**src/vcpi_ram.sv**
```systemverilog
// byte-wide memory with registered read and a clearing sweep after reset
module vcpi_ram #(
  parameter int unsigned DEPTH = 32
) (
  input  logic                     clk,
  input  logic                     rst_n,
  input  logic                     we,
  input  logic [$clog2(DEPTH)-1:0] waddr,
  input  logic [7:0]               wdata,
  input  logic                     re,
  input  logic [$clog2(DEPTH)-1:0] raddr,
  output logic [7:0]               rdata,
  output logic                     busy
);

  localparam int unsigned AW = $clog2(DEPTH);

  logic [7:0]    mem [DEPTH];
  logic [AW-1:0] clr_cnt_r;
  logic          clr_busy_r;
  logic [7:0]    rdata_r;

  // clearing sweep, one entry a cycle
  always_ff @(posedge clk) begin
    if (!rst_n) begin
      clr_cnt_r  <= '0;
      clr_busy_r <= 1'b1;
    end else if (clr_busy_r) begin
      clr_cnt_r <= clr_cnt_r + AW'(1);
      if (clr_cnt_r == AW'(DEPTH - 1)) begin
        clr_busy_r <= 1'b0;
      end
    end
  end

  // write port, sweep has priority
  always_ff @(posedge clk) begin
    if (clr_busy_r) begin
      mem[clr_cnt_r] <= 8'h00;
    end else if (we) begin
      mem[waddr] <= wdata;
    end
  end

  // registered read, held between reads
  always_ff @(posedge clk) begin
    if (re) begin
      rdata_r <= mem[raddr];
    end
  end

  assign rdata = rdata_r;
  assign busy  = clr_busy_r;

endmodule

```
**config.mk**
```make
export PLATFORM = sky130hd
export DESIGN_NAME = vcpi_ram
export DESIGN_NICKNAME = d
export VERILOG_FILES = /design/src/vcpi_ram.sv
export SDC_FILE = /design/constraint.sdc
export NUM_CORES = 1
export LEC_CHECK = 0
export BUFFER_PORTS_ARGS = -buffer_cell sky130_fd_sc_hd__buf_2
export CAP_MARGIN = 10
export CORE_ASPECT_RATIO = 1.4
export CORE_MARGIN = 5
export CORE_UTILIZATION = 50
export CTS_BUF_LIST = sky130_fd_sc_hd__clkbuf_4
export CTS_CLUSTER_SIZE = 24
export DETAILED_ROUTE_END_ITERATION = 16
export HOLD_SLACK_MARGIN = 0.1
export PLACE_DENSITY = 0.66
export REMOVE_ABC_BUFFERS = 1
export SLEW_MARGIN = 20
export SYNTH_ARGS = -nofsm -noshare
export SYNTH_HDL_FRONTEND = slang
export SYNTH_SLANG_ARGS = --single-unit
```
**constraint.sdc**
```tcl
create_clock -name clk -period 3.9 [get_ports clk]
set_clock_uncertainty 0.1 [all_clocks]
set_input_delay 0.78 -clock clk [delete_from_list [all_inputs] [get_ports clk]]
set_output_delay 0.78 -clock clk [all_outputs]
set_load 0.005 [all_outputs]
```
==> run_results.csv <==
group,metric,value,unit
timing,period_needed,2.57,ns
detailed_routing,dr.pass1.iters,4,
cts,cts_root_buf,"clkbuf_4",
logic_synthesis,ys.warnings.count,0,
final_layout,synthToLayoutAreaGrowth,13.4,%
floorplan,fp.dieH,182,µm
grt,grt_start_max_net_pins,35,
detailed_routing,drtAntennaViolNets,0,
cts,tritoncts,"done",
logic_synthesis,ys_ff_latch,270,
cts,clk_latency,0.64,ns
logic_synthesis,yosysSeqAreaShare,76.0,%
final_layout,final_cell_mix,"edfxtp_1 (264), clkbuf_4 (87), mux4_2 (80)",
detailed_routing,drc,0,
pwr,leakagePower,3.85,nW
detailed_routing,viasPerCell,5.87,
timing,slew_viol_final,0,
cts,postCtsResizedCells,0,
floorplan,dieWidth,133,µm
timing,maxClockFrequency,0.388,GHz
floorplan,rows,63,
pwr,power.density,456,nW/µm²
setup_path,worstSetupEndpointType,"flop",
final_layout,nNetsFinal,585,
timing,period_share,66.0,%
grt,gr-total-overflow,0,
placed_design,gp_congestion,0.790,
job,max_cap_violations,0,
setup_path,crit_required,4.14,ns
logic_synthesis,syn_avg_cell_area,23.0,µm²
setup_path,worstSetupEndpoint,"mem[2][7]",
timing,finalSetupViolCount,0,
setup_path,timing.rr.end,"mem[2][7]",
setup_path,crit_start,"busy",
logic_synthesis,ys.flop_type,"edfxtp_1",
final_layout,fillers,1559,
detailed_routing,wl,21300,µm
outcome,outcome,"completed",
setup_path,worst_ep_arrival_time,2.81,ns
floorplan,die_area,24200,µm²
final_layout,post-route-util,57.1,%
floorplan,start_util,50.3,%
timing,fin_tns_setup,0,ns
cts,numCtsBuffers,56,
cts,cts_hold_buf,0,
cts,path_clk_slew,0.06,ns
setup_path,critical_path_class,"flop to flop",
logic_synthesis,netlist_area,10600,µm²
logic_synthesis,synth_cells,461,
detailed_routing,wl_per_cell,24.8,µm
hold_path,hp-class,"input pin to flop",
setup_path,r2r_setup_slack,1.33,ns
setup_path,worstRegToRegCells,5,
final_layout,final_common_cell,"edfxtp_1",
placed_design,io_buffers,30,
grt,groute.usage.overall,18.0,%
cts,post_cts_buffers,0,
logic_synthesis,synth_edf_count,264,
final_layout,drive_gt1_share,43.6,%
grt,grt_pass1_wl,32600,µm
grt,grt_pass1_vias,5324,
timing,finalHoldViolations,0,
setup_path,timing.rr.start,"busy",
placed_design,hpwl,13800,µm
timing,rsz0062_at_grt,"false",
logic_synthesis,synthArstFlopShare,0,%
cts,h-tree-depth,2,
floorplan,design.core.area,21000,µm²
detailed_routing,drt-initial-drc-count,320,
setup_path,worstPathMaxFanout,16,
setup_path,crit_path_start_kind,"flop",
cts,cts_sinks,270,
detailed_routing,vias,5038,
timing,worst_pin_slew,0.841,ns
grt,antenna_found_initial,1,
floorplan,ios,31,
cts,cts_buffer_depth,3,
pwr,ir_worst_vdd,0.000222,V
logic_synthesis,yosys.cell_types.count,28,
timing,relSlewSlack,43.2,%
==> area by class of cell <==
class	count	area [µm²]	share of cell area, %
diodes	1	2.50	0.0208
clock buffers	87	653	5.44
well taps	260	325	2.71
flip-flops and latches	270	8050	67.0
inverters	2	7.51	0.0625
clock inverters	7	57.6	0.479
multi-input cells	161	2420	20.1
repair buffers	70	503	4.19
==> metrics by stage <==
stage                     worst slack [ns]  hold WS [ns]  cell area, µm²  total power, mW  cells
final                                 1.33         0.309           12000             5.48    858
after floorplan                      0.609         0.422           10500             3.39    433
after detailed placement             0.896         0.465           11300             3.53    763
after global placement               0.925         0.447           11300             3.53    763
after CTS                             1.30         0.270           12000             5.54    857
after global routing                  1.23         0.273           12000             5.71    858
==> sequential cells by signal, indices dropped and copies added, names as in the netlist <==
name / flops
mem: 256
busy: 1
clr_cnt_r: 5
rdata: 8
==> critical path, stage by stage, from the launching register on <==
cell     delay (ns)
dfxtp_1        0.65
nor2b_1        0.09
buf_4          0.20
mux2_2         0.41
nor4_1         0.55
buf_4          0.29
==> routing by layer <==
layer,vias to the layer above,share of wire [%],wire (µm),GRT usage (%)
met2,139,53,11400,31.0
met4,0,1.7,370,5.32
met5,-,0,0,0
li1,2230,-,-,-
met1,2641,40,8550,23.9
met3,28,4.6,980,3.06
==> power breakdown <==
part	internal, mW	total [mW]	switching (mW)
clock network	1.07	2.02	0.950
registers	3.18	3.20	0.0156
logic	0.133	0.267	0.134
total	4.38	5.48	1.10
==> cell usage after synthesis (2+ instances only) <==
cell / n / share of area [%]
buf_2: 2 / 0.094
buf_1: 7 / 0.25
xnor2_1: 2 / 0.17
ha_1: 2 / 0.24
nor2b_1: 3 / 0.18
buf_4: 6 / 0.43
and3_1: 2 / 0.12
inv_1: 2 / 0.071
mux2i_1: 5 / 0.47
nor4_1: 32 / 1.9
edfxtp_1: 264 / 75
clkbuf_1: 12 / 0.43
dfxtp_1: 6 / 1.1
mux2_2: 11 / 1.2
mux4_2: 80 / 17
and2_1: 11 / 0.65
nand2_1: 3 / 0.11
==> cell families after synthesis <==
logic type	count (synthesis)	share of synthesized area [%]
compound gates	5	0.331
xor+xnor	3	0.248
fa+ha+maj	2	0.236
buf+inv	30	1.37
flops	270	76.0
mux	96	18.6
simple gates	55	3.21
==> worst min path at each step <==
stage,startpoint,to,depth (start not counted)
after floorplan,clr_cnt_r[4],clr_cnt_r[4],2
after global placement,clr_cnt_r[4],clr_cnt_r[4],2
after detailed placement,clr_cnt_r[4],clr_cnt_r[4],2
after CTS,rst_n,busy,2
after global routing,rst_n,busy,2
final,rst_n,busy,2
Note: power is estimated with default switching activity, not from simulation.
