$ cat src/vcpi_pkg.sv
// shared types and constants of the video chip port interface
package vcpi_pkg;

  localparam int unsigned ADDR_W = 14;

  // host access kinds
  typedef enum logic [2:0] {
    FUNC_CTRL_WR   = 3'd0,
    FUNC_DATA_WR   = 3'd1,
    FUNC_STATUS_RD = 3'd2,
    FUNC_DATA_RD   = 3'd3,
    FUNC_LINE_TICK = 3'd4,
    FUNC_COUNT_RD  = 3'd5
  } func_t;

  // access code from the second control byte
  localparam logic [1:0] CODE_VRAM_RD = 2'd0;
  localparam logic [1:0] CODE_VRAM_WR = 2'd1;
  localparam logic [1:0] CODE_REG     = 2'd2;
  localparam logic [1:0] CODE_CRAM    = 2'd3;

  // scanline mapping constants
  localparam logic [8:0] VB_LINE_TALL     = 9'd224;
  localparam logic [8:0] VB_LINE_SHORT    = 9'd192;
  localparam logic [8:0] LAST_DIRECT_TALL = 9'h0EA;
  localparam logic [8:0] LAST_DIRECT_SHORT = 9'h0DA;
  localparam logic [7:0] JUMP_FROM_TALL   = 8'hEB;
  localparam logic [7:0] JUMP_FROM_SHORT  = 8'hDB;
  localparam logic [7:0] JUMP_TO_TALL     = 8'hE5;
  localparam logic [7:0] JUMP_TO_SHORT    = 8'hD5;
  localparam logic [7:0] STATUS_VBLANK    = 8'h80;

  // one memory port request from the core
  typedef struct packed {
    logic              we;
    logic [ADDR_W-1:0] waddr;
    logic [7:0]        wdata;
    logic              re;
    logic [ADDR_W-1:0] raddr;
  } mem_req_t;

endpackage

$ cat src/vcpi_core.sv
// port state, access decode and result register
module vcpi_core (
  input  logic              clk,
  input  logic              rst_n,
  input  logic              mem_busy,
  input  logic              in_valid,
  output logic              in_ready,
  input  logic [2:0]        in_func,
  input  logic [7:0]        in_wdata,
  input  logic [8:0]        in_scan_line,
  output logic              out_valid,
  input  logic              out_ready,
  output logic [7:0]        out_rdata,
  output logic              out_irq,
  output vcpi_pkg::mem_req_t vram_req,
  output vcpi_pkg::mem_req_t cram_req,
  input  logic [7:0]        vram_q,
  input  logic [7:0]        cram_q
);

  typedef enum logic [1:0] {
    PF_NONE,
    PF_VRAM,
    PF_CRAM
  } pf_src_t;

  // input register
  logic       in_v_r;
  logic [2:0] func_r;
  logic [7:0] wdata_r;
  logic [8:0] line_r;

  // port state
  logic [vcpi_pkg::ADDR_W-1:0] addr_r, addr_nxt;
  logic [1:0] code_r, code_nxt;
  logic       pend_r, pend_nxt;
  logic [7:0] rbuf_r, rbuf_nxt, rbuf_eff;
  pf_src_t    pf_r, pf_nxt;
  logic [7:0] status_r, status_nxt;
  logic       irq_r, irq_nxt;
  logic [7:0] lc_r, lc_nxt;
  logic [7:0] mode_r [16];
  logic       mode_we;
  logic [3:0] mode_idx;

  // output register
  logic       out_v_r;
  logic [7:0] rdata_r, rdata_nxt;
  logic       oirq_r;

  logic       fire;
  logic       tall;
  logic [8:0] vb_line, last_direct;
  logic [7:0] jump_from, jump_to;
  logic [vcpi_pkg::ADDR_W-1:0] addr_inc, addr_ctrl;

  assign fire     = in_v_r && (!out_v_r || out_ready);
  assign in_ready = !mem_busy && (!in_v_r || fire);

  // read buffer, taking a prefetch issued by the previous executed transaction
  always_comb begin
    case (pf_r)
      PF_VRAM: rbuf_eff = vram_q;
      PF_CRAM: rbuf_eff = cram_q;
      default: rbuf_eff = rbuf_r;
    endcase
  end

  // line mode selection
  assign tall        = mode_r[0][2] && mode_r[1][4];
  assign vb_line     = tall ? vcpi_pkg::VB_LINE_TALL : vcpi_pkg::VB_LINE_SHORT;
  assign last_direct = tall ? vcpi_pkg::LAST_DIRECT_TALL : vcpi_pkg::LAST_DIRECT_SHORT;
  assign jump_from   = tall ? vcpi_pkg::JUMP_FROM_TALL : vcpi_pkg::JUMP_FROM_SHORT;
  assign jump_to     = tall ? vcpi_pkg::JUMP_TO_TALL : vcpi_pkg::JUMP_TO_SHORT;

  assign addr_inc  = addr_r + vcpi_pkg::ADDR_W'(1);
  assign addr_ctrl = {wdata_r[5:0], addr_r[7:0]};

  // access decode, memory requests only on an executing transaction
  always_comb begin
    addr_nxt   = addr_r;
    code_nxt   = code_r;
    pend_nxt   = pend_r;
    rbuf_nxt   = rbuf_eff;
    pf_nxt     = PF_NONE;
    status_nxt = status_r;
    irq_nxt    = irq_r;
    lc_nxt     = lc_r;
    mode_we    = 1'b0;
    mode_idx   = wdata_r[3:0];
    rdata_nxt  = 8'h00;
    vram_req   = '0;
    cram_req   = '0;
    if (fire) begin
      case (func_r)
        vcpi_pkg::FUNC_CTRL_WR: begin
          if (pend_r) begin
            addr_nxt = addr_ctrl;
            code_nxt = wdata_r[7:6];
            pend_nxt = 1'b0;
            if (wdata_r[7:6] == vcpi_pkg::CODE_REG) begin
              mode_we = 1'b1;
            end else if (wdata_r[7:6] == vcpi_pkg::CODE_CRAM) begin
              cram_req.re    = 1'b1;
              cram_req.raddr = addr_ctrl;
              pf_nxt         = PF_CRAM;
            end else begin
              vram_req.re    = 1'b1;
              vram_req.raddr = addr_ctrl;
              pf_nxt         = PF_VRAM;
            end
          end else begin
            addr_nxt = {addr_r[vcpi_pkg::ADDR_W-1:8], wdata_r};
            pend_nxt = 1'b1;
          end
        end
        vcpi_pkg::FUNC_DATA_WR: begin
          pend_nxt = 1'b0;
          rbuf_nxt = wdata_r;
          if (code_r != vcpi_pkg::CODE_REG) begin
            if (code_r == vcpi_pkg::CODE_CRAM) begin
              cram_req.we    = 1'b1;
              cram_req.waddr = addr_r;
              cram_req.wdata = wdata_r;
            end else begin
              vram_req.we    = 1'b1;
              vram_req.waddr = addr_r;
              vram_req.wdata = wdata_r;
            end
            addr_nxt = addr_inc;
          end
        end
        vcpi_pkg::FUNC_STATUS_RD: begin
          pend_nxt   = 1'b0;
          rdata_nxt  = status_r;
          status_nxt = 8'h00;
          irq_nxt    = 1'b0;
        end
        vcpi_pkg::FUNC_DATA_RD: begin
          pend_nxt  = 1'b0;
          rdata_nxt = rbuf_eff;
          if (code_r != vcpi_pkg::CODE_REG) begin
            addr_nxt = addr_inc;
            if (code_r == vcpi_pkg::CODE_CRAM) begin
              cram_req.re    = 1'b1;
              cram_req.raddr = addr_inc;
              pf_nxt         = PF_CRAM;
            end else begin
              vram_req.re    = 1'b1;
              vram_req.raddr = addr_inc;
              pf_nxt         = PF_VRAM;
            end
          end
        end
        vcpi_pkg::FUNC_LINE_TICK: begin
          if (line_r == vb_line) begin
            if (mode_r[1][5]) begin
              irq_nxt = 1'b1;
            end
            status_nxt = status_r | vcpi_pkg::STATUS_VBLANK;
          end
          if (line_r <= last_direct) begin
            lc_nxt = line_r[7:0];
          end else begin
            lc_nxt = line_r[7:0] - jump_from + jump_to;
          end
        end
        vcpi_pkg::FUNC_COUNT_RD: begin
          rdata_nxt = lc_r;
        end
        default: begin
        end
      endcase
    end
  end

  // input register control
  always_ff @(posedge clk) begin
    if (!rst_n) begin
      in_v_r <= 1'b0;
    end else if (in_ready) begin
      in_v_r <= in_valid;
    end
  end

  // input register payload
  always_ff @(posedge clk) begin
    if (in_ready && in_valid) begin
      func_r  <= in_func;
      wdata_r <= in_wdata;
      line_r  <= in_scan_line;
    end
  end

  // port state update on each executed transaction
  always_ff @(posedge clk) begin
    if (!rst_n) begin
      addr_r   <= '0;
      code_r   <= '0;
      pend_r   <= 1'b0;
      rbuf_r   <= 8'h00;
      pf_r     <= PF_NONE;
      status_r <= 8'h00;
      irq_r    <= 1'b0;
      lc_r     <= 8'h00;
      for (int i = 0; i < 16; i++) begin
        mode_r[i] <= 8'h00;
      end
    end else if (fire) begin
      addr_r   <= addr_nxt;
      code_r   <= code_nxt;
      pend_r   <= pend_nxt;
      rbuf_r   <= rbuf_nxt;
      pf_r     <= pf_nxt;
      status_r <= status_nxt;
      irq_r    <= irq_nxt;
      lc_r     <= lc_nxt;
      if (mode_we) begin
        mode_r[mode_idx] <= addr_r[7:0];
      end
    end
  end

  // result register control
  always_ff @(posedge clk) begin
    if (!rst_n) begin
      out_v_r <= 1'b0;
    end else if (fire) begin
      out_v_r <= 1'b1;
    end else if (out_ready) begin
      out_v_r <= 1'b0;
    end
  end

  // result register payload
  always_ff @(posedge clk) begin
    if (fire) begin
      rdata_r <= rdata_nxt;
      oirq_r  <= irq_nxt;
    end
  end

  assign out_valid = out_v_r;
  assign out_rdata = rdata_r;
  assign out_irq   = oirq_r;

endmodule

$ cat config.mk
export PLATFORM = sky130hd
export DESIGN_NAME = vcpi_core
export DESIGN_NICKNAME = d
export VERILOG_FILES = /design/src/vcpi_pkg.sv /design/src/vcpi_core.sv
export SDC_FILE = /design/constraint.sdc
export NUM_CORES = 1
export LEC_CHECK = 0
export ABC_AREA = 0
export ABC_CLOCK_PERIOD_IN_PS = 2230
export BUFFER_PORTS_ARGS = -buffer_cell sky130_fd_sc_hd__buf_2
export CAP_MARGIN = 15
export CORE_MARGIN = 4
export CORE_UTILIZATION = 48
export CTS_CLUSTER_SIZE = 12
export DETAILED_ROUTE_END_ITERATION = 16
export PLACE_DENSITY = 0.77
export SKIP_LAST_GASP = 1
export SYNTH_ARGS = -nofsm -noshare
export SYNTH_HDL_FRONTEND = slang
export SYNTH_SLANG_ARGS = --single-unit
$ cat constraint.sdc
create_clock -name clk -period 2.23 [get_ports clk]
set_clock_uncertainty 0.1 [all_clocks]
set_input_delay 0 -clock clk [delete_from_list [all_inputs] [get_ports clk]]
set_output_delay 0 -clock clk [all_outputs]
set_load 0.02 [all_outputs]
==> results list, run 1 <==
* Top cells by area in the synthesized netlist: sky130_fd_sc_hd__edfxtp_1, sky130_fd_sc_hd__dfxtp_1, sky130_fd_sc_hd__and2_1
- Once the floorplan was initialized, standard cells occupied roughly 50% of the core.
* Transition time at the pin with the least slew margin: 548 ps
- # port buffers: approximately 130
* Share of the synthesized area in the top cell type: 21.1%
- Diodes inserted: 0
- Most used routing layer in global routing: met2
- Clock tree from TritonCTS: yes
* Synth Area in Simple Gates: between 20% and 30%
* CTS H-Tree Depth: 3
* Final routed DRC violation total: 0
- The number of endpoints with negative hold slack in the final report was 0.
- After layout, the worst path uses approximately 100% of the clock period.
- RSZ-0062 raised after global routing: yes
- Yosys mapped a number of flops with a built-in enable equal to 32.
- The number of global-route vias before repair was roughly 4,700.
- After synthesis, the share of cell area in mux cells is between 2 and 2.5%.
- Type of the worst setup path: reg -> out
* Number of max-capacitance violations reported: 0
* Synthesized netlist net count: between 500 and 600
* Run status: complete, no violations
- Global routing consumed, on the met2 layer, a little over two fifths of the routing resources.
- The initialized floorplan defines 35 standard-cell rows.
- The final layout contains 765 nets.
- Post-synthesis cell area: approximately 4600 µm²
- Max-slew violation total from the final report: 0
- Of all nets on the critical path, the largest fanout is 9.
- Across the VDD grid, the largest voltage drop is 0.397 mV.
- The completed layout was analyzed and its total power is between 3000 and 4000 µW.
* Leakage power summed over all cells: 0.00262 µW
- Pre-CTS setup slack: 31.5 ps
- The first TritonRoute pass finished after 5 iterations.
- Across all setup checks in the final design, the least slack found is ~23 ps.
- The worst setup path is captured at a primary output.
- The tightest hold path in the finished design has a slack of between 150 and 200 ps.
- Via count: 4,828
- Ports: 128
- STA classifies the critical path startpoint as a flip-flop.
- Worst skew pair latency: between 300 and 400 ps
- Cell count after synthesis: between 500 and 600
- In this run the mean area of a mapped cell was 8.33 µm².
* Top cell types by occurrence after synthesis: sky130_fd_sc_hd__nor2_1, sky130_fd_sc_hd__and2_1, sky130_fd_sc_hd__dfxtp_1
* Post-synth ARST share: 0%
* Min-Delay Path Class: in -> reg
- Core Area: between 9000 and 10,000 µm²
* Power density over the cells: 502 nW/µm²
* Post-detailed-placement cell area: approximately 5500 µm²
* Residual overflow from global routing: 0
- From synthesis to final layout, the design area changed by 37.0%.
* Portion of the post-synthesis area used by sequential elements: around two fifths
* Pin count of the biggest net entering global routing: 28
- Headroom to the max-slew limit came out at between 60% and 70%.
- Met3 routing resource usage after global routing: 4.84%
- In the global route stage, met1 resource usage came out at 32.6%.
* Clock sink total: a little over 70
- Synthesis inferred slightly above 70 register bits.
- The first global-routing pass estimated around 23,000 µm of wire.
- Total routing usage reported by global routing: 25.5%
* Setup total negative slack: 0 ps
- After detailed routing, the average wire length per cell comes to ~17 µm.
- The number of antenna violations at the first check in global routing is 0.
* Synth warnings: 0
- In this run the vertical extent of the chip is 105 µm.
- Clock-pin slew was measured on the worst setup and hold paths at ~80 ps.
- The tree is rooted in a sky130_fd_sc_hd__clkbuf_8.
* Unique masters post-synth: between 50 and 60
- HPWL after DPL: 9900 µm
- Weighted congestion at the end of routability-driven global placement: approximately 0.95
- The first routing iteration left between 300 and 400 violations.
- The finished cells cover between 6000 and 7000 µm².
* Final number of setup-violating endpoints: 0
- The die covers approximately 11,000 µm².
- Cell type contributing the most total cell area after synthesis: sky130_fd_sc_hd__edfxtp_1
- Parity-gate share of the synthesized area counting xor and xnor cells: under 10%
* X dimension of the die: ~110 µm
- Arrival time reported for the critical path endpoint: 2110 ps
- The setup check on the worst reg-to-reg path leaves a slack of 70 ps.
- Synth Area in Adders: under 10%
- By instance count, the leading cell after synthesis is sky130_fd_sc_hd__nor2_1.
* Total clock buffers created by CTS: 9
* Most common flop cell mapped by yosys: sky130_fd_sc_hd__dfxtp_1
- Based on the critical path, the design can be clocked at up to about 450 MHz.
- ANT nets after route: 0
- No sink is reached through more buffers than the 2 on the longest clock path.
- Summing the areas of all compound-gate instances in the mapped netlist gives roughly a fifth of the synthesized area.
- Largest family of logic cells by synthesized area: simple AND/OR/NAND/NOR gates
* Total Routed Length: 14,300 µm
- Detailed-route vias per instance: around 5.7
* Required arrival time at the worst endpoint: approximately 2100 ps
* Tmin final: 2210 ps
- In the final layout, the share of cells above drive strength 1 is approximately a third.
## power breakdown
part | switching [µW] | internal, µW
combinational | 191 | 159
clock | 484 | 857
sequential | 38.9 | 1400
total | 715 | 2420
## layout by cell type (no fill, tap or decap), types with 3 or more instances in the layout
cell                            count
sky130_fd_sc_hd__a211oi_1          12
sky130_fd_sc_hd__a21oi_1           31
sky130_fd_sc_hd__a22o_1             5
sky130_fd_sc_hd__a22oi_1           34
sky130_fd_sc_hd__a311oi_1           4
sky130_fd_sc_hd__a31oi_1            6
sky130_fd_sc_hd__and2_1            46
sky130_fd_sc_hd__and3_1             7
sky130_fd_sc_hd__and3_4             3
sky130_fd_sc_hd__and4_1             3
sky130_fd_sc_hd__buf_2            118
sky130_fd_sc_hd__buf_4             51
sky130_fd_sc_hd__buf_6              4
sky130_fd_sc_hd__bufinv_16          4
sky130_fd_sc_hd__clkbuf_8           9
sky130_fd_sc_hd__dfxtp_1           36
sky130_fd_sc_hd__dfxtp_2            3
sky130_fd_sc_hd__dlygate4sd3_1     25
sky130_fd_sc_hd__edfxtp_1          32
sky130_fd_sc_hd__ha_1              10
sky130_fd_sc_hd__inv_1             19
sky130_fd_sc_hd__mux2i_1           10
sky130_fd_sc_hd__nand2_1           32
sky130_fd_sc_hd__nand2_2            3
sky130_fd_sc_hd__nand2b_1           4
sky130_fd_sc_hd__nand3_1           18
sky130_fd_sc_hd__nand4_1            3
sky130_fd_sc_hd__nor2_1            56
sky130_fd_sc_hd__nor2_2             3
sky130_fd_sc_hd__nor2b_1           10
sky130_fd_sc_hd__nor3_1             9
sky130_fd_sc_hd__nor3b_1            3
sky130_fd_sc_hd__nor4_1             3
sky130_fd_sc_hd__o21a_1             3
sky130_fd_sc_hd__o21ai_0           38
sky130_fd_sc_hd__o31ai_1            3
sky130_fd_sc_hd__or3_1              3
sky130_fd_sc_hd__xnor2_1            9
## cells by family after synthesis
group	count (synthesis)
adder cells (fa/ha/maj)	12
AO/OA/AOI/OAI	149
XOR/XNOR	13
buffers and inverters	65
AND/OR/NAND/NOR	226
multiplexers	10
flip-flops	71
## state kept, by name, summed over array words and instances, names as in the netlist
register   cells
pend_r         1
code_r         2
pf_r           2
addr_r        14
out_valid      1
in_v_r         1
rbuf_r         8
status_r       1
wdata_r        8
func_r         3
line_r         9
mode_r         3
lc_r           8
irq_r          1
out_irq        1
out_rdata      8
## per-stage QoR
stage | utilization, % | cells
finish | 67.5 | 846
floorplan | - | 546
global route | 67.5 | 846
global placement | 59.1 | 798
CTS | 65.2 | 840
detailed placement | 59.1 | 798
## repair_timing
item / CTS / global route
endpoints found under the setup margin: 30 / 82
hold buffers: 25 / 0
gates resized for setup: 14 / 42
buffers inserted: 1 / 4
endpoints found under the hold margin: 23 / 0
pin swaps: 0 / 5
cloned: 0 / 2
## cell type report
cell class / instances / area (µm²)
clock buffers: 10 / 128
clock inverters: 6 / 134
fillers: 741 / 3000
inverters: 19 / 71.3
multi-input cells: 411 / 2700
flip-flops and latches: 71 / 1750
well taps: 129 / 161
repair buffers: 200 / 1300
## path summary, 6_finish.rpt
| kind | to | start | cells past startpoint |
|---|---|---|---|
| max | cram_req[13] | func_r[0] | 5 |
| min | rbuf_r[0] | vram_q[0] | 5 |
| max reg2reg | in_v_r | out_valid | 6 |
| min reg2reg | lc_r[0] | lc_r[0] | 2 |
## worst max-delay path, stage by stage, from the launching register on
cell and delay, ps:
sky130_fd_sc_hd__edfxtp_1 550, sky130_fd_sc_hd__nand2b_1 140, sky130_fd_sc_hd__or2_4 320, sky130_fd_sc_hd__or3_1 350, sky130_fd_sc_hd__a31oi_1 220, sky130_fd_sc_hd__buf_4 180
## layer usage
metal / share of wire [%] / wire [µm]
met1: 41 / 5800
met2: 47 / 6630
met3: 9.8 / 1400
met4: 3.0 / 425
met5: 0 / 0
Note: power is estimated with default switching activity, not from simulation.
==> run 2: changes to the inputs <==
- CORE_UTILIZATION: 48 -> 46
- GPL_TIMING_DRIVEN: not set -> 1
- MAX_ROUTING_LAYER: not set -> met4
- PLACE_DENSITY: 0.77 -> 0.75
==> results list, run 2 (synthesis results as in run 1) <==
- The die is ~110 µm tall.
* Reg2Reg Depth: 5
- Total Routed Length: between 10,000 and 15,000 µm
- The repair_antennas step left the layout with diodes totalling 0.
* Proportion of layout cells with a drive suffix above 1: 31.8%
- Max FFs per register: 14
- The first detailed-routing pass ran for 5 iterations.
- Count of endpoints failing hold in the final timing report: 0
- Via count: around 4,800
* Total routing usage reported by global routing: 25.1%
* Number of max-capacitance violations reported: 0
- Leakage power summed over all cells: around 0.0026 µW
- In this run the power density over the cells is 446 nW/µm².
- The worst hold path was traced through 3 stages.
- Starting utilization of the core area: 47.0%
- Register containing the most flip-flops in the final layout: addr_r
- The congestion estimate from routability-driven global placement came to between 0.9 and 1.
- The worst-case IR drop observed on VDD is between 0.4 and 0.5 mV.
- The critical path is of the reg -> out type.
- In the layout the commonest cells are sky130_fd_sc_hd__buf_2, sky130_fd_sc_hd__nor2_1, sky130_fd_sc_hd__buf_4.
- Most Frequent Cell on Critical Path: sky130_fd_sc_hd__buf_4
- In this run the worst hold path is classified as in -> out.
- Run status: complete, no violations
- After filler insertion, the fill cell instance count of the layout stands at 803.
- After detailed routing, the number of remaining DRC violations is 0.
- Via count of the first global-routing pass: 4,552
- Core Area: between 9000 and 10,000 µm²
- In the final routed layout, each cell accounts on average for 17.1 µm.
- Detailed-route vias per instance: ~5.6
* Number of antenna violations at the first check in global routing: 0
- Total clock buffers created by CTS: 9
- The worst setup path is launched from a flip-flop.
* Final number of setup-violating endpoints: 0
- In the final layout, the registers with the most flip-flops are addr_r: 14 flops, line_r: 9 flops.
- Counting both buffers and inverters, the worst setup path holds a total of 3.
- First-pass GRT wire length: approximately 22,000 µm
* Required arrival time at the worst endpoint: between 2000 and 2500 ps
- Measured along the x axis, the die boundary spans about 110 µm.
- Synthesis-to-layout area growth: 35.6%
* Clock root buffer: sky130_fd_sc_hd__clkbuf_8
- about 130 I/O pins were placed.
- Most frequent standard cell in the layout excluding fill and tap cells: sky130_fd_sc_hd__buf_2
* CTS H-Tree Depth: 3
- Of the available clock period, the critical path in the final layout requires between 90% and 100%.
- The final max-slew violation count is 0.
* Setup slack, reg-to-reg: 50 ps
- The longest clock path from root to sink contains 2 buffers.
- The detailed router finished its first iteration with 426 violations.
* Row count: 36
- In this run the tool buffered the top-level ports with about 130 buffer cells.
* Pre-CTS setup slack: slightly above 30 ps
- Final layout net count: 767
- Entering global routing, the biggest net connects 28 pins.
- For the worst-skew pair, the clock arrives at the later sink with an insertion delay of 360 ps.
- The total overflow left after global routing is 0.
* Transition time at the pin with the least slew margin: between 500 and 600 ps
* Slowest stage cell on the critical path: sky130_fd_sc_hd__edfxtp_1
* Path length in cells of the critical path: 6
* Arrival time reported for the critical path endpoint: 2120 ps
* Clock tree from TritonCTS: yes
* Critical Path, Cell by Cell: buf_4 > or2_4 > a211o_4 > buf_12 > a21oi_1 > buf_4
- Core occupancy in the finished layout: 63.7%
- The worst setup path is captured at a primary output.
* Max-slew headroom: 61.3%
* Maximum operating frequency: around 450 MHz
- The count of nets left with antenna violations once routing finished came out at 0.
* Tmin final: around 2200 ps
* Largest fanout of any net on the critical path: 26
* Clock-pin slew on the worst setup and hold paths: roughly 70 ps
- Clock sink total: 71
- The worst register-to-register path ends at addr_r[0].
* Area enclosed by the die boundary: roughly 12,000 µm²
- The worst register-to-register path begins at func_r[0].
- Hold-critical path endpoint: in_ready
- In this design, the stage delay of the slowest critical-path cell is slightly above 400 ps.
* Category of cells accounting for the largest share of critical-path delay: compound AO/OA/AOI/OAI gates
* Minimum setup slack in the final design: approximately 15 ps
- RSZ-0062 raised after global routing: yes
* Hold path startpoint: mem_busy
- HPWL after DPL: around 10,000 µm
==> run 2: cell types whose count changed in the layout (fill, tap and decap cells not counted), moves of 2 or more <==
cell,previous run,this run
sky130_fd_sc_hd__a21oi_1,31,29
sky130_fd_sc_hd__clkbuf_8,9,12
sky130_fd_sc_hd__clkbuf_1,1,3
sky130_fd_sc_hd__a21oi_2,1,3
sky130_fd_sc_hd__bufinv_16,4,0
sky130_fd_sc_hd__buf_4,51,56
sky130_fd_sc_hd__buf_6,4,1
==> run 2: worst max path at each step <==
stage / startpoint / to / slack [ps]
2_1_floorplan: wdata_r[6] / mode_r[1][4] / 100
3_3_place_gp: mode_r[0][2] / lc_r[3] / 90
3_5_place_dp: mode_r[1][4] / lc_r[5] / 30
4_1_cts: func_r[1] / cram_req[7] / -5
5_1_grt: func_r[1] / cram_req[1] / -20
6_report: func_r[1] / cram_req[7] / 10
==> run 2: area by class of cell <==
| class | instances | area (µm²) | share of cell area, % |
|---|---|---|---|
| Multi-Input combinational cell | 412 | 2700 | 43.8 |
| Sequential cell | 71 | 1750 | 28.3 |
| Inverter | 19 | 71.3 | 1.16 |
| Timing Repair Buffer | 201 | 1300 | 21.1 |
| Clock buffer | 15 | 176 | 2.86 |
| Tap cell | 133 | 166 | 2.70 |
| Clock inverter | 1 | 5.00 | 0.0811 |
==> run 2: worst reg2reg max path: cells and delay by family (launching register included) <==
family / cells / cell delay, ps
buffers and inverters: 1 / 230
AOI/OAI and AO/OA: 2 / 540
and+or+nand+nor: 2 / 710
DFF: 1 / 520
==> run 2: metal layers <==
layer | global-route usage (%) | wire length, µm | part of all wire, %
met1 | 32.7 | 6420 | 44
met2 | 39.7 | 6730 | 46
met3 | 4.92 | 1150 | 7.9
met4 | 7.48 | 271 | 1.9
met5 | - | 0 | 0
==> run 2: per-stage QoR <==
stage	hold WS, ps	instances	area [µm²]	total power, µW	TNS, ps
final	183	852	6170	2750	0
after global routing	193	852	6170	2860	-58.1
after CTS	174	848	5960	2740	-5.28
after detailed placement	78.8	805	5490	1760	0
after global placement	76.9	805	5490	1750	0
after floorplan	-15.9	546	4550	1630	0
==> run 2: power by group <==
group	total (µW)	internal (µW)	switching [µW]
clock network	963	495	468
logic	355	161	195
registers	1440	1400	35.9
==> run 2: repair_timing <==
action | 4_1_cts | 5_1_grt
hold buffers | 25 | 0
gates cloned | 0 | 2
pin swaps | 1 | 7
buffers inserted | 2 | 2
setup endpoints to repair | 40 | 81
gates resized for setup | 9 | 46
endpoints found under the hold margin | 23 | 0
==> run 3: changes to the inputs <==
--- a/constraint.sdc
+++ b/constraint.sdc
@@ -3,3 +3,3 @@
 set_input_delay 0 -clock clk [delete_from_list [all_inputs] [get_ports clk]]
 set_output_delay 0 -clock clk [all_outputs]
-set_load 0.02 [all_outputs]
+set_load 0.01 [all_outputs]
==> results list, run 3 (synthesis results as in run 1) <==
* Met3 routing resource usage after global routing: around 4.8%
- Power spread over the standard cell area amounts to ~440 nW/µm².
- Final routed DRC violation total: 0
- Minimum setup slack in the final design: 17.6 ps
* Clock root buffer: sky130_fd_sc_hd__clkbuf_8
- The worst hold path belongs to the class in -> reg.
- Final layout net count: just under 800
- X dimension of the die: ~110 µm
- Required arrival time at the worst endpoint: between 2000 and 2500 ps
* Tcrit/Tclk final: between 90 and 100%
* Kind of start point of the critical path: flip-flop
- The worst path needs between 2000 and 2500 ps of the cycle, external delays included.
* Max FFs per register: 14
- The number of global-route vias before repair is 4,476.
- The die covers 11,500 µm².
* Most used routing layer in global routing: met2
- Measured along the y axis, the die boundary spans around 110 µm.
- The top cell types in the final layout, fill and taps aside, are sky130_fd_sc_hd__buf_2, sky130_fd_sc_hd__nor2_1, sky130_fd_sc_hd__and2_1.
- HPWL after DPL: ~10,000 µm
* Arrival time reported for the critical path endpoint: roughly 2100 ps
- Once detail routing completed, the nets flagged for antenna violations numbered 0.
- Diodes inserted: 0
- Sort of element at the end of the critical path: primary output
- Synthesis-to-layout area growth: 37.4%
* Proportion of layout cells with a drive suffix above 1: between 30 and 40%
- The path with the worst hold slack has its endpoint at wdata_r[4].
- Prior to clock tree synthesis, the placed netlist has a worst setup slack of around 13 ps.
- Ports: about 130
- Met1 layer usage reported by global route: 31.2%
- The H-tree was split into 3 levels.
- Cell depth of the worst hold path: 5
- The clock drives slightly above 70 sinks.
* Number of violations reported at the end of detailed-routing iteration 0: roughly 430
- Hold is met by 144 ps.
- Setup slack, reg-to-reg: 120 ps
- In the final routed layout, each cell accounts on average for 17.3 µm.
- Post-detailed-placement cell area: 5480 µm²
- For this configuration, the core starts out at a cell density of 47.0%.
* First-pass iteration count of the detailed router: 6
* Total clock buffers created by CTS: 9
* Final design instance area without fill: 6250 µm²
- Pin count of the biggest net entering global routing: 28
* Count of endpoints failing hold in the final timing report: 0
- The analysis attributes to cell leakage a power of between 0.002 and 0.003 µW.
- RSZ-0062 raised after global routing: yes
- Measured against its own limit, the worst slew margin works out to approximately 60%.
- Dividing the detail-routed via count by the number of cells gives approximately 5.7.
- Leaving out fill and tap cells, the most frequent cell in the layout is sky130_fd_sc_hd__buf_2.
- Counting flops per register, the top entry is addr_r.
- The number of antenna violations at the first check in global routing is 0.
- Final number of setup-violating endpoints: 0
* Registers with the most flip-flops: addr_r: 14 flops, line_r: 9 flops
* First-pass GRT wire length: between 20,000 and 25,000 µm
- Number of max-capacitance violations reported: 0
* Weighted congestion at the end of routability-driven global placement: a little under 1
* Transition time at the pin with the least slew margin: around 580 ps
- The final max-slew violation count was 0.
* Max IR drop VDD: about 0.4 mV
- Residual overflow from global routing: 0
- Core Area: about 9700 µm²
- TritonCTS built the clock tree.
- Row count: 36
- No sink is reached through more buffers than the 2 on the longest clock path.
* Clock-pin slew on the worst setup and hold paths: around 80 ps
* Largest fanout of any net on the critical path: 7
* Total Routed Length: between 10,000 and 15,000 µm
- Global routing used 24.3% of the available tracks.
- Endpoint of the lowest-slack register-to-register path: in_v_r
- Worst skew pair latency: 360 ps
- Type of the worst setup path: reg -> out
* Hold path startpoint: mem_busy
* Via count: 4,861
- Global routing usage on met2: approximately two fifths
* Maximum operating frequency: about 450 MHz
- Launching point of the worst reg2reg path: out_valid
- The flow ran to the end, and the final reports show no timing, DRC or antenna violations.
- Reg2Reg Depth: 6
* # port buffers: ~130
==> run 3: area by class of cell <==
class,instances,area [µm²]
repair buffers,205,1380
flip-flops and latches,71,1750
multi-input cells,413,2710
inverters,19,71.3
well taps,133,166
clock inverters,1,5.00
clock buffers,15,176
fillers,816,3430
==> run 3: worst max-delay path: stages, from the launching register on <==
cell,delay (ps)
sky130_fd_sc_hd__edfxtp_1,490
sky130_fd_sc_hd__buf_6,170
sky130_fd_sc_hd__or2_4,250
sky130_fd_sc_hd__a211o_2,400
sky130_fd_sc_hd__clkbuf_16,180
sky130_fd_sc_hd__nor2_1,130
sky130_fd_sc_hd__buf_2,150
==> run 3: how the worst max path moves through the flow <==
stage	slack (ps)	cells after the start	end	from
6_report	20	6	vram_req[6]	func_r[0]
5_1_grt	-60	8	vram_req[6]	func_r[0]
4_1_cts	-10	6	cram_req[14]	func_r[1]
3_5_place_dp	10	9	lc_r[4]	mode_r[1][4]
3_3_place_gp	90	8	lc_r[3]	mode_r[0][2]
2_1_floorplan	100	4	mode_r[1][4]	wdata_r[6]
==> run 3: per-layer routing <==
| metal | vias to the layer above | part of all wire (%) |
|---|---|---|
| li1 | 2315 | - |
| met1 | 2256 | 43 |
| met2 | 258 | 46 |
| met3 | 32 | 9.2 |
| met4 | 0 | 2.1 |
| met5 | - | 0 |
==> run 3: repair_timing <==
action | CTS | global route
setup endpoints to repair | 15 | 83
buffers inserted | 2 | 3
hold buffers | 25 | 0
pin swaps | 0 | 6
resized for setup | 6 | 49
cloned | 0 | 7
endpoints found under the hold margin | 28 | 0
==> run 3: power by group <==
| group | leakage (µW) | switching, µW | internal (µW) |
|---|---|---|---|
| combinational | 0.00192 | 196 | 170 |
| clock | 0.0000937 | 461 | 495 |
| sequential | 0.000625 | 36.1 | 1400 |
==> run 3: metrics by stage <==
step                util (%)  cells  TNS, ps  power (µW)
finish                  64.6    857        0        2760
global route            64.6    857     -292        2860
CTS                     61.4    847    -22.0        2720
detailed placement      56.6    804        0        1750
global placement        56.6    804        0        1740
floorplan                  -    546        0        1630
